===== src/rtl/itrs_pkg.sv =====
package itrs_pkg;

    localparam int ValueWidth = 32;
    localparam int MaxAlphabet = 64;
    localparam int NumRegs = 8;
    localparam int RegWidth = 64;
    localparam int IdxWidth = $clog2(NumRegs);
    localparam int LenWidth = $clog2(MaxAlphabet + 1);
    localparam int DigitWidth = $clog2(MaxAlphabet);
    localparam int StackDepth = ValueWidth;
    localparam int SpWidth = $clog2(StackDepth + 1);
    localparam int StepWidth = $clog2(ValueWidth + 1);
    localparam int QueueDepth = 2;
    localparam int QptrWidth = $clog2(QueueDepth);

    localparam logic [7:0] CharMinus = 8'h2D;
    localparam logic [7:0] CharPlus = 8'h2B;

    typedef struct packed {
        logic                  neg;
        logic [ValueWidth-1:0] mag;
    } job_t;

    typedef struct packed {
        logic                valid;
        logic [LenWidth-1:0] len;
    } alpha_status_t;

    typedef enum logic [2:0] {
        BK_IDLE,
        BK_DIVIDE,
        BK_SIGN,
        BK_DIGITS
    } bk_state_t;

    typedef enum logic [1:0] {
        CK_IDLE,
        CK_SCAN,
        CK_DONE
    } ck_state_t;

endpackage


===== src/rtl/itrs_alpha_check.sv =====
module itrs_alpha_check (
    input  logic                                   clk,
    input  logic                                   rst_n,
    input  logic                                   start,
    input  logic [itrs_pkg::NumRegs*itrs_pkg::RegWidth-1:0] alpha,
    output itrs_pkg::alpha_status_t                status,
    output logic                                   done
);
    import itrs_pkg::*;

    ck_state_t state_reg, state_next;
    logic [DigitWidth-1:0] i_reg, i_next;
    logic [LenWidth-1:0] len_reg, len_next;
    logic bad_reg, bad_next;
    logic [MaxAlphabet-1:0] nz;
    logic [MaxAlphabet-1:0] dup;
    logic [7:0] ci;
    logic [LenWidth-1:0] len_c;
    logic found;

    always_comb
    begin
        for (int k = 0; k < MaxAlphabet; k++)
        begin
            nz[k] = alpha[8*k +: 8] != 8'h00;
        end
    end

    always_comb
    begin
        len_c = LenWidth'(MaxAlphabet);
        found = 1'b0;
        for (int k = 0; k < MaxAlphabet; k++)
        begin
            if (!found && !nz[k])
            begin
                len_c = LenWidth'(k);
                found = 1'b1;
            end
        end
    end

    assign ci = alpha[8*i_reg +: 8];

    always_comb
    begin
        for (int k = 0; k < MaxAlphabet; k++)
        begin
            dup[k] = (LenWidth'(k) > LenWidth'(i_reg)) && (LenWidth'(k) < len_reg)
                     && (alpha[8*k +: 8] == ci);
        end
    end

    always_comb
    begin
        state_next = state_reg;
        i_next = i_reg;
        len_next = len_reg;
        bad_next = bad_reg;
        case (state_reg)
            CK_IDLE, CK_DONE:
            begin
                if (start)
                begin
                    state_next = CK_SCAN;
                    i_next = '0;
                    len_next = len_c;
                    bad_next = len_c < LenWidth'(2);
                end
            end
            CK_SCAN:
            begin
                if (start)
                begin
                    // A new register write restarts the scan on the updated alphabet.
                    i_next = '0;
                    len_next = len_c;
                    bad_next = len_c < LenWidth'(2);
                end
                else if (LenWidth'(i_reg) >= len_reg || bad_reg)
                begin
                    state_next = CK_DONE;
                end
                else
                begin
                    if (ci == CharMinus || ci == CharPlus || (|dup))
                    begin
                        bad_next = 1'b1;
                    end
                    if (i_reg == DigitWidth'(MaxAlphabet - 1))
                    begin
                        state_next = CK_DONE;
                    end
                    i_next = i_reg + 1'b1;
                end
            end
            default:
            begin
                state_next = CK_IDLE;
            end
        endcase
    end

    always_ff @(posedge clk or negedge rst_n)
    begin
        if (!rst_n)
        begin
            state_reg <= CK_IDLE;
            i_reg <= '0;
            len_reg <= '0;
            bad_reg <= 1'b1;
        end
        else
        begin
            state_reg <= state_next;
            i_reg <= i_next;
            len_reg <= len_next;
            bad_reg <= bad_next;
        end
    end

    assign done = state_reg == CK_DONE;
    assign status.valid = !bad_reg;
    assign status.len = len_reg;

    assert property (@(posedge clk) disable iff (!rst_n)
        (state_reg == CK_DONE && !bad_reg) |-> len_reg >= LenWidth'(2))
        else $error("valid alphabet shorter than two");
    assert property (@(posedge clk) disable iff (!rst_n)
        (state_reg == CK_DONE && !bad_reg) |-> len_reg <= LenWidth'(MaxAlphabet))
        else $error("alphabet length out of range");
    assert property (@(posedge clk) disable iff (!rst_n)
        (state_reg == CK_IDLE && start) |=> state_reg == CK_SCAN)
        else $error("check did not start");
endmodule


===== src/rtl/itrs_front.sv =====
module itrs_front (
    input  logic                                clk,
    input  logic                                rst_n,
    input  logic                                push,
    output logic                                full,
    input  logic signed [itrs_pkg::ValueWidth-1:0] number,
    input  itrs_pkg::alpha_status_t             status,
    input  logic                                check_done,
    output itrs_pkg::job_t                      job,
    output logic                                job_valid,
    input  logic                                job_pop
);
    import itrs_pkg::*;

    job_t q_reg [QueueDepth];
    logic [QptrWidth-1:0] wp_reg, rp_reg;
    logic [QptrWidth:0] cnt_reg;
    logic acc, wr, rd;
    logic [ValueWidth-1:0] v;

    assign full = !check_done || cnt_reg == (QptrWidth+1)'(QueueDepth);
    assign acc = push && !full;
    assign wr = acc && status.valid;
    assign rd = job_pop && job_valid;
    assign job_valid = cnt_reg != '0;
    assign job = q_reg[rp_reg];
    assign v = number;

    always_ff @(posedge clk)
    begin
        if (wr)
        begin
            q_reg[wp_reg].neg <= v[ValueWidth-1];
            q_reg[wp_reg].mag <= v[ValueWidth-1] ? (~v + 1'b1) : v;
        end
    end

    always_ff @(posedge clk or negedge rst_n)
    begin
        if (!rst_n)
        begin
            wp_reg <= '0;
            rp_reg <= '0;
            cnt_reg <= '0;
        end
        else
        begin
            if (wr)
            begin
                wp_reg <= wp_reg + 1'b1;
            end
            if (rd)
            begin
                rp_reg <= rp_reg + 1'b1;
            end
            cnt_reg <= cnt_reg + (QptrWidth+1)'(wr) - (QptrWidth+1)'(rd);
        end
    end

    assert property (@(posedge clk) disable iff (!rst_n)
        cnt_reg <= (QptrWidth+1)'(QueueDepth))
        else $error("job queue overflow");
    assert property (@(posedge clk) disable iff (!rst_n)
        (wr && !rd) |=> cnt_reg == $past(cnt_reg) + 1'b1)
        else $error("job count lost a write");
endmodule


===== src/rtl/itrs_back.sv =====
module itrs_back (
    input  logic                                clk,
    input  logic                                rst_n,
    input  itrs_pkg::job_t                      job,
    input  logic                                job_valid,
    output logic                                job_pop,
    input  logic [itrs_pkg::LenWidth-1:0]       len,
    input  logic [itrs_pkg::NumRegs*itrs_pkg::RegWidth-1:0] alpha,
    output logic                                empty,
    input  logic                                pop,
    output logic [7:0]                          symbol,
    output logic                                last,
    output logic                                busy
);
    import itrs_pkg::*;

    bk_state_t state_reg, state_next;
    logic [DigitWidth-1:0] stack_mem [StackDepth];
    logic [SpWidth-1:0] sp_reg, sp_next;
    logic neg_reg, neg_next;
    logic [ValueWidth-1:0] quo_reg, quo_next, dvd_reg, dvd_next;
    logic [LenWidth-1:0] rem_reg, rem_next;
    logic [StepWidth-1:0] bit_reg, bit_next;
    logic [LenWidth:0] trial;
    logic push_digit;
    logic [DigitWidth-1:0] top_digit_reg;
    logic ob_valid_reg, ob_valid_next;
    logic [7:0] ob_sym_reg, ob_sym_next;
    logic ob_last_reg, ob_last_next;
    logic ob_free;

    assign ob_free = !ob_valid_reg || pop;
    assign trial = {rem_reg, dvd_reg[ValueWidth-1]};

    always_comb
    begin
        state_next = state_reg;
        sp_next = sp_reg;
        neg_next = neg_reg;
        quo_next = quo_reg;
        dvd_next = dvd_reg;
        rem_next = rem_reg;
        bit_next = bit_reg;
        job_pop = 1'b0;
        push_digit = 1'b0;
        ob_valid_next = ob_valid_reg && !pop;
        ob_sym_next = ob_sym_reg;
        ob_last_next = ob_last_reg;
        case (state_reg)
            BK_IDLE:
            begin
                if (job_valid)
                begin
                    job_pop = 1'b1;
                    neg_next = job.neg;
                    dvd_next = job.mag;
                    quo_next = '0;
                    rem_next = '0;
                    bit_next = '0;
                    sp_next = '0;
                    state_next = BK_DIVIDE;
                end
            end
            BK_DIVIDE:
            begin
                if (bit_reg == StepWidth'(ValueWidth))
                begin
                    push_digit = 1'b1;
                    sp_next = sp_reg + 1'b1;
                    if (quo_reg == '0)
                    begin
                        state_next = neg_reg ? BK_SIGN : BK_DIGITS;
                    end
                    else
                    begin
                        dvd_next = quo_reg;
                        quo_next = '0;
                        rem_next = '0;
                        bit_next = '0;
                    end
                end
                else
                begin
                    dvd_next = dvd_reg << 1;
                    bit_next = bit_reg + 1'b1;
                    if (trial >= {1'b0, len})
                    begin
                        rem_next = LenWidth'(trial - {1'b0, len});
                        quo_next = {quo_reg[ValueWidth-2:0], 1'b1};
                    end
                    else
                    begin
                        rem_next = LenWidth'(trial);
                        quo_next = {quo_reg[ValueWidth-2:0], 1'b0};
                    end
                end
            end
            BK_SIGN:
            begin
                if (ob_free)
                begin
                    ob_valid_next = 1'b1;
                    ob_sym_next = CharMinus;
                    ob_last_next = 1'b0;
                    state_next = BK_DIGITS;
                end
            end
            BK_DIGITS:
            begin
                if (ob_free)
                begin
                    ob_valid_next = 1'b1;
                    ob_sym_next = alpha[8*top_digit_reg +: 8];
                    ob_last_next = sp_reg == SpWidth'(1);
                    sp_next = sp_reg - 1'b1;
                    if (sp_reg == SpWidth'(1))
                    begin
                        state_next = BK_IDLE;
                    end
                end
            end
            default:
            begin
                state_next = BK_IDLE;
            end
        endcase
    end

    // The top of the stack is read into a register ahead of use; a digit pushed at this
    // edge is the new top and is taken straight from the divider.
    always_ff @(posedge clk)
    begin
        if (push_digit)
        begin
            stack_mem[sp_reg[SpWidth-2:0]] <= DigitWidth'(rem_reg);
            top_digit_reg <= DigitWidth'(rem_reg);
        end
        else
        begin
            top_digit_reg <= stack_mem[sp_next[SpWidth-2:0] - 1'b1];
        end
        ob_sym_reg <= ob_sym_next;
        ob_last_reg <= ob_last_next;
        quo_reg <= quo_next;
        dvd_reg <= dvd_next;
        rem_reg <= rem_next;
        neg_reg <= neg_next;
    end

    always_ff @(posedge clk or negedge rst_n)
    begin
        if (!rst_n)
        begin
            state_reg <= BK_IDLE;
            sp_reg <= '0;
            bit_reg <= '0;
            ob_valid_reg <= 1'b0;
        end
        else
        begin
            state_reg <= state_next;
            sp_reg <= sp_next;
            bit_reg <= bit_next;
            ob_valid_reg <= ob_valid_next;
        end
    end

    assign empty = !ob_valid_reg;
    assign symbol = ob_sym_reg;
    assign last = ob_last_reg;
    assign busy = state_reg != BK_IDLE || ob_valid_reg;

    assert property (@(posedge clk) disable iff (!rst_n)
        sp_reg <= SpWidth'(StackDepth))
        else $error("digit stack overflow");
    assert property (@(posedge clk) disable iff (!rst_n)
        state_reg == BK_DIGITS |-> sp_reg != '0)
        else $error("digit state with empty stack");
    assert property (@(posedge clk) disable iff (!rst_n)
        state_reg == BK_DIVIDE |-> rem_reg < len)
        else $error("remainder not below radix");
endmodule


===== src/rtl/integer_to_radix_symbols.sv =====
// Converts signed 32-bit values to symbol strings in the radix of a
// configured alphabet. Input beats enter through push and full; each
// result beat carries one symbol and a last flag and is taken with pop
// while empty is low. A negative value gives a minus sign first.
// Configuration is written through cfg_we, cfg_index and cfg_data; the
// user must write it only while the block is idle, which the block itself
// does not enforce. After reset and after every alphabet write, the block
// holds full high while it checks the alphabet. Each digit is produced by
// a bit-serial restoring divider and pushed on a digit stack. A two-entry
// job queue lets the next number be accepted while the current one
// converts. When the receiver stalls, the output register holds its beat
// and the conversion waits; accepting input continues until the queue
// fills. Reset clears the alphabet and discards all queued and pending
// beats.
module integer_to_radix_symbols (
    input  logic                                 clk,
    input  logic                                 rst_n,
    input  logic                                 push,
    output logic                                 full,
    input  logic signed [itrs_pkg::ValueWidth-1:0] number,
    output logic                                 empty,
    input  logic                                 pop,
    output logic [7:0]                           symbol,
    output logic                                 last,
    input  logic                                 cfg_we,
    input  logic [itrs_pkg::IdxWidth-1:0]        cfg_index,
    input  logic [itrs_pkg::RegWidth-1:0]        cfg_data
);
    import itrs_pkg::*;

    logic [NumRegs*RegWidth-1:0] alpha_reg;
    logic start_reg;
    alpha_status_t status;
    logic check_done;
    job_t job;
    logic job_valid, job_pop, busy;

    always_ff @(posedge clk or negedge rst_n)
    begin
        if (!rst_n)
        begin
            alpha_reg <= '0;
            start_reg <= 1'b1;
        end
        else
        begin
            start_reg <= cfg_we;
            if (cfg_we)
            begin
                alpha_reg[RegWidth*cfg_index +: RegWidth] <= cfg_data;
            end
        end
    end

    itrs_alpha_check u_check (
        .clk    (clk),
        .rst_n  (rst_n),
        .start  (start_reg),
        .alpha  (alpha_reg),
        .status (status),
        .done   (check_done)
    );

    itrs_front u_front (
        .clk        (clk),
        .rst_n      (rst_n),
        .push       (push),
        .full       (full),
        .number     (number),
        .status     (status),
        .check_done (check_done && !start_reg && !cfg_we),
        .job        (job),
        .job_valid  (job_valid),
        .job_pop    (job_pop)
    );

    itrs_back u_back (
        .clk       (clk),
        .rst_n     (rst_n),
        .job       (job),
        .job_valid (job_valid),
        .job_pop   (job_pop),
        .len       (status.len),
        .alpha     (alpha_reg),
        .empty     (empty),
        .pop       (pop),
        .symbol    (symbol),
        .last      (last),
        .busy      (busy)
    );

    assert property (@(posedge clk) disable iff (!rst_n)
        (!empty && !pop) |=> !empty && $stable(symbol) && $stable(last))
        else $error("stalled beat changed");
    assert property (@(posedge clk) disable iff (!rst_n)
        !busy |-> empty)
        else $error("beat shown while idle");
endmodule


===== config.mk =====
export PLATFORM = sky130hd
export DESIGN_NAME = integer_to_radix_symbols
export DESIGN_NICKNAME = d
export VERILOG_FILES = /design/src/rtl/itrs_pkg.sv /design/src/rtl/itrs_alpha_check.sv /design/src/rtl/itrs_front.sv /design/src/rtl/itrs_back.sv /design/src/rtl/integer_to_radix_symbols.sv
export SDC_FILE = /design/constraint.sdc
export NUM_CORES = 2
export LEC_CHECK = 0
export BUFFER_PORTS_ARGS = -buffer_cell sky130_fd_sc_hd__buf_2
export CELL_PAD_IN_SITES_DETAIL_PLACEMENT = 2
export CELL_PAD_IN_SITES_GLOBAL_PLACEMENT = 2
export CORE_MARGIN = 2
export CORE_UTILIZATION = 35
export DETAILED_ROUTE_END_ITERATION = 10
export PLACE_DENSITY_LB_ADDON = 0.12
export SLEW_MARGIN = 20
export SYNTH_ARGS = -nofsm -noshare
export SYNTH_HDL_FRONTEND = slang
export SYNTH_HIERARCHICAL = 1
export SYNTH_SLANG_ARGS = --single-unit

===== constraint.sdc =====
create_clock -name clk -period 3.7 [get_ports clk]
set_input_delay 1.11 -clock clk [delete_from_list [all_inputs] [get_ports clk]]
set_output_delay 1.11 -clock clk [all_outputs]
set_load 0.005 [all_outputs]

==> results.json <==
{
  "status": "finished with violations",
  "violations": "negative setup slack",
  "wl_per_cell_um": 42.3,
  "clock.fmax_mhz": 215,
  "antenna_left": 0,
  "clock_sinks": 892,
  "largest_reg_flops": 512,
  "drtIter0Drc": 6300,
  "grt_max_degree": 97,
  "start_util": 0.351,
  "syn_avg_cell_area_sq_um": 10.9,
  "fin_crit_sh": 1.26,
  "hold_viol_final": 0,
  "vdd.ir_drop.worst_mv": 0.714,
  "grt_antenna_before_repair": 55,
  "track_usage": 0.441,
  "vias_per_cell": 6.26,
  "cts_tree": "built",
  "hold_path.class": "input port to asynchronous set/reset pin",
  "comb_power_share": 0.645,
  "r2r-start": "u_check/i_reg[0]",
  "place_congestion": 1.06,
  "syn_nets": 5300,
  "syn2layout_area_growth_pct": 34.3,
  "clockPowerShare": 0.153,
  "drc": 0,
  "power_leakage_nw": 32.1,
  "syn_inst": 5162,
  "power_density_nw_per_um2": 917,
  "r2r_cells": 19,
  "timing.max_cap.violations": 0,
  "p_sw_mw": 33.1,
  "hold_ws_ps": 421,
  "clk_pin_slew_ps": 70,
  "internal-power_mw": 36.3,
  "finalPower_mw": 69.4,
  "h-tree-depth": 3,
  "worstSetupPathType": "flip-flop to flip-flop",
  "die_x_um": 405,
  "relSlewSlack": 0.306,
  "clk_latency_ps": 770,
  "power_frac_seq": 0.202,
  "drv_slew": 0,
  "synthesis.area_sq_um": 56300,
  "layout-drive-gt1-share": 0.396,
  "gr-total-overflow": 0,
  "r2r-end": "u_check/bad_reg",
  "critPathRequiredTime_ps": 4350,
  "grt_pass1_wl_um": 493000,
  "worst_pin_slew_ps": 1040,
  "reg2reg_slack_ps": -960,
  "dpl.hpwl_um": 286000,
  "cp_max_fo": 9,
  "die_y_um": 405,
  "routed_wl_um": 369000,
  "dr.pass1.iters": 5,
  "ios": 115,
  "nets": 6579,
  "cts_buffers": 106,
  "synth_warnings": 6,
  "finClkSkew_ps": 32.0,
  "io_buffers": 114,
  "num_vias": 54600,
  "core_sq_um": 160000,
  "cts_root_buf": "clkbuf_16",
  "clock_path_buffers": 3,
  "setup_viol": 11,
  "fp-row-count": 147,
  "worst_slack_ps": -955,
  "final_area_sq_um": 75600,
  "critPathLaunchType": "flip-flop",
  "min_period_ps": 4660,
  "cp_data_arrival_time_ps": 5300,
  "post-place-ws_ps": -1710,
  "place_area_sq_um": 68500,
  "end_kind": "flip-flop",
  "rsz0062_at_grt": "yes",
  "postCtsHoldBufs": 0,
  "sw_frac_of_total": 0.477,
  "grt_pass1_vias": 55900,
  "dieArea_sq_um": 164000
}
worst max path at each step:
stage / start / to / slack [ps] / cells past startpoint
4_1_cts: u_check/i_reg[0] / u_check/bad_reg / -840 / 19
2_1_floorplan: cfg_we / u_front/q_reg[0][0] / 130 / 4
3_3_place_gp: u_check/i_reg[0] / u_check/bad_reg / -1750 / 18
6_report: u_check/i_reg[0] / u_check/bad_reg / -960 / 19
3_5_place_dp: u_check/i_reg[0] / u_check/bad_reg / -1710 / 18
5_1_grt: u_check/i_reg[0] / u_check/bad_reg / -880 / 19
layout by cell type (no fill, tap or decap), drive strengths merged, types with 23 or more instances in the layout:
cell	n
and2	126
nor2b	23
ha	33
mux2	485
o41ai	36
nand2	565
a311oi	23
a31oi	34
nor3	30
dfrtp	546
clkinv	33
a22oi	52
a21oi	119
buf	1525
and3	96
inv	156
xor2	240
or4	38
diode	23
mux2i	238
mux4	156
edfxtp	339
nand3	188
a221oi	30
o21ai	237
xnor2	297
o2111ai	30
nand4	72
clkbuf	157
nor2	176
nor4	191
cell type report:
class                           count  area, sq um
Inverter                          153          579
Sequential cell                   892        24000
Fill cell                       16300        84600
Clock buffer                      155         2950
Tap cell                         2160         2700
Clock inverter                     43          439
Multi-Input combinational cell   3755        31300
Antenna cell                       23         57.6
Timing Repair Buffer             1533        13600
power groups by stage:
stage,combinational (mW),sequential [mW],clock [mW]
after floorplan,15.3,14.4,0
after global placement,36.1,14.0,0
after detailed placement,36.9,14.1,0
after CTS,41.5,14.0,10.7
after global routing,45.1,14.1,11.0
final,44.8,14.0,10.6
critical path, stage by stage (launching register included):
cell,delay (ps)
dfrtp_4,440
buf_8,140
buf_12,180
buf_12,160
mux4_2,510
a22oi_2,340
nand2_2,240
o21ai_4,230
buf_4,150
a21oi_4,60
buf_12,160
buf_4,140
xor2_1,180
nor4_2,90
nand3_2,210
nand4_1,410
a2111oi_2,410
buf_4,170
nand4_1,100
a2bb2oi_2,160
routing by layer:
metal | global-route usage | wire length (um) | vias to the layer above
met3 | 0.0930 | 32600 | 880
met2 | 0.666 | 160000 | 3085
met1 | 0.578 | 148000 | 29000
met5 | 0 | 125 | -
li1 | - | - | 21600
met4 | 0.274 | 27800 | 18
what timing repair did:
item,CTS,global route
gates resized for setup,284,144
setup buffers,95,50
cloned,12,2
pin swaps,69,62
hold endpoints to repair,0,0
setup endpoints to repair,15,13
through the flow:
stage          setup TNS, ps  std cells   util
2_1_floorplan              0       5162      -
3_3_place_gp           -6200       8355  0.428
3_5_place_dp           -6780       8355  0.428
4_1_cts                -2510       8647  0.465
5_1_grt                -3270       8692  0.472
6_report               -3260       8714  0.472
(Power assumes the default switching activity.)
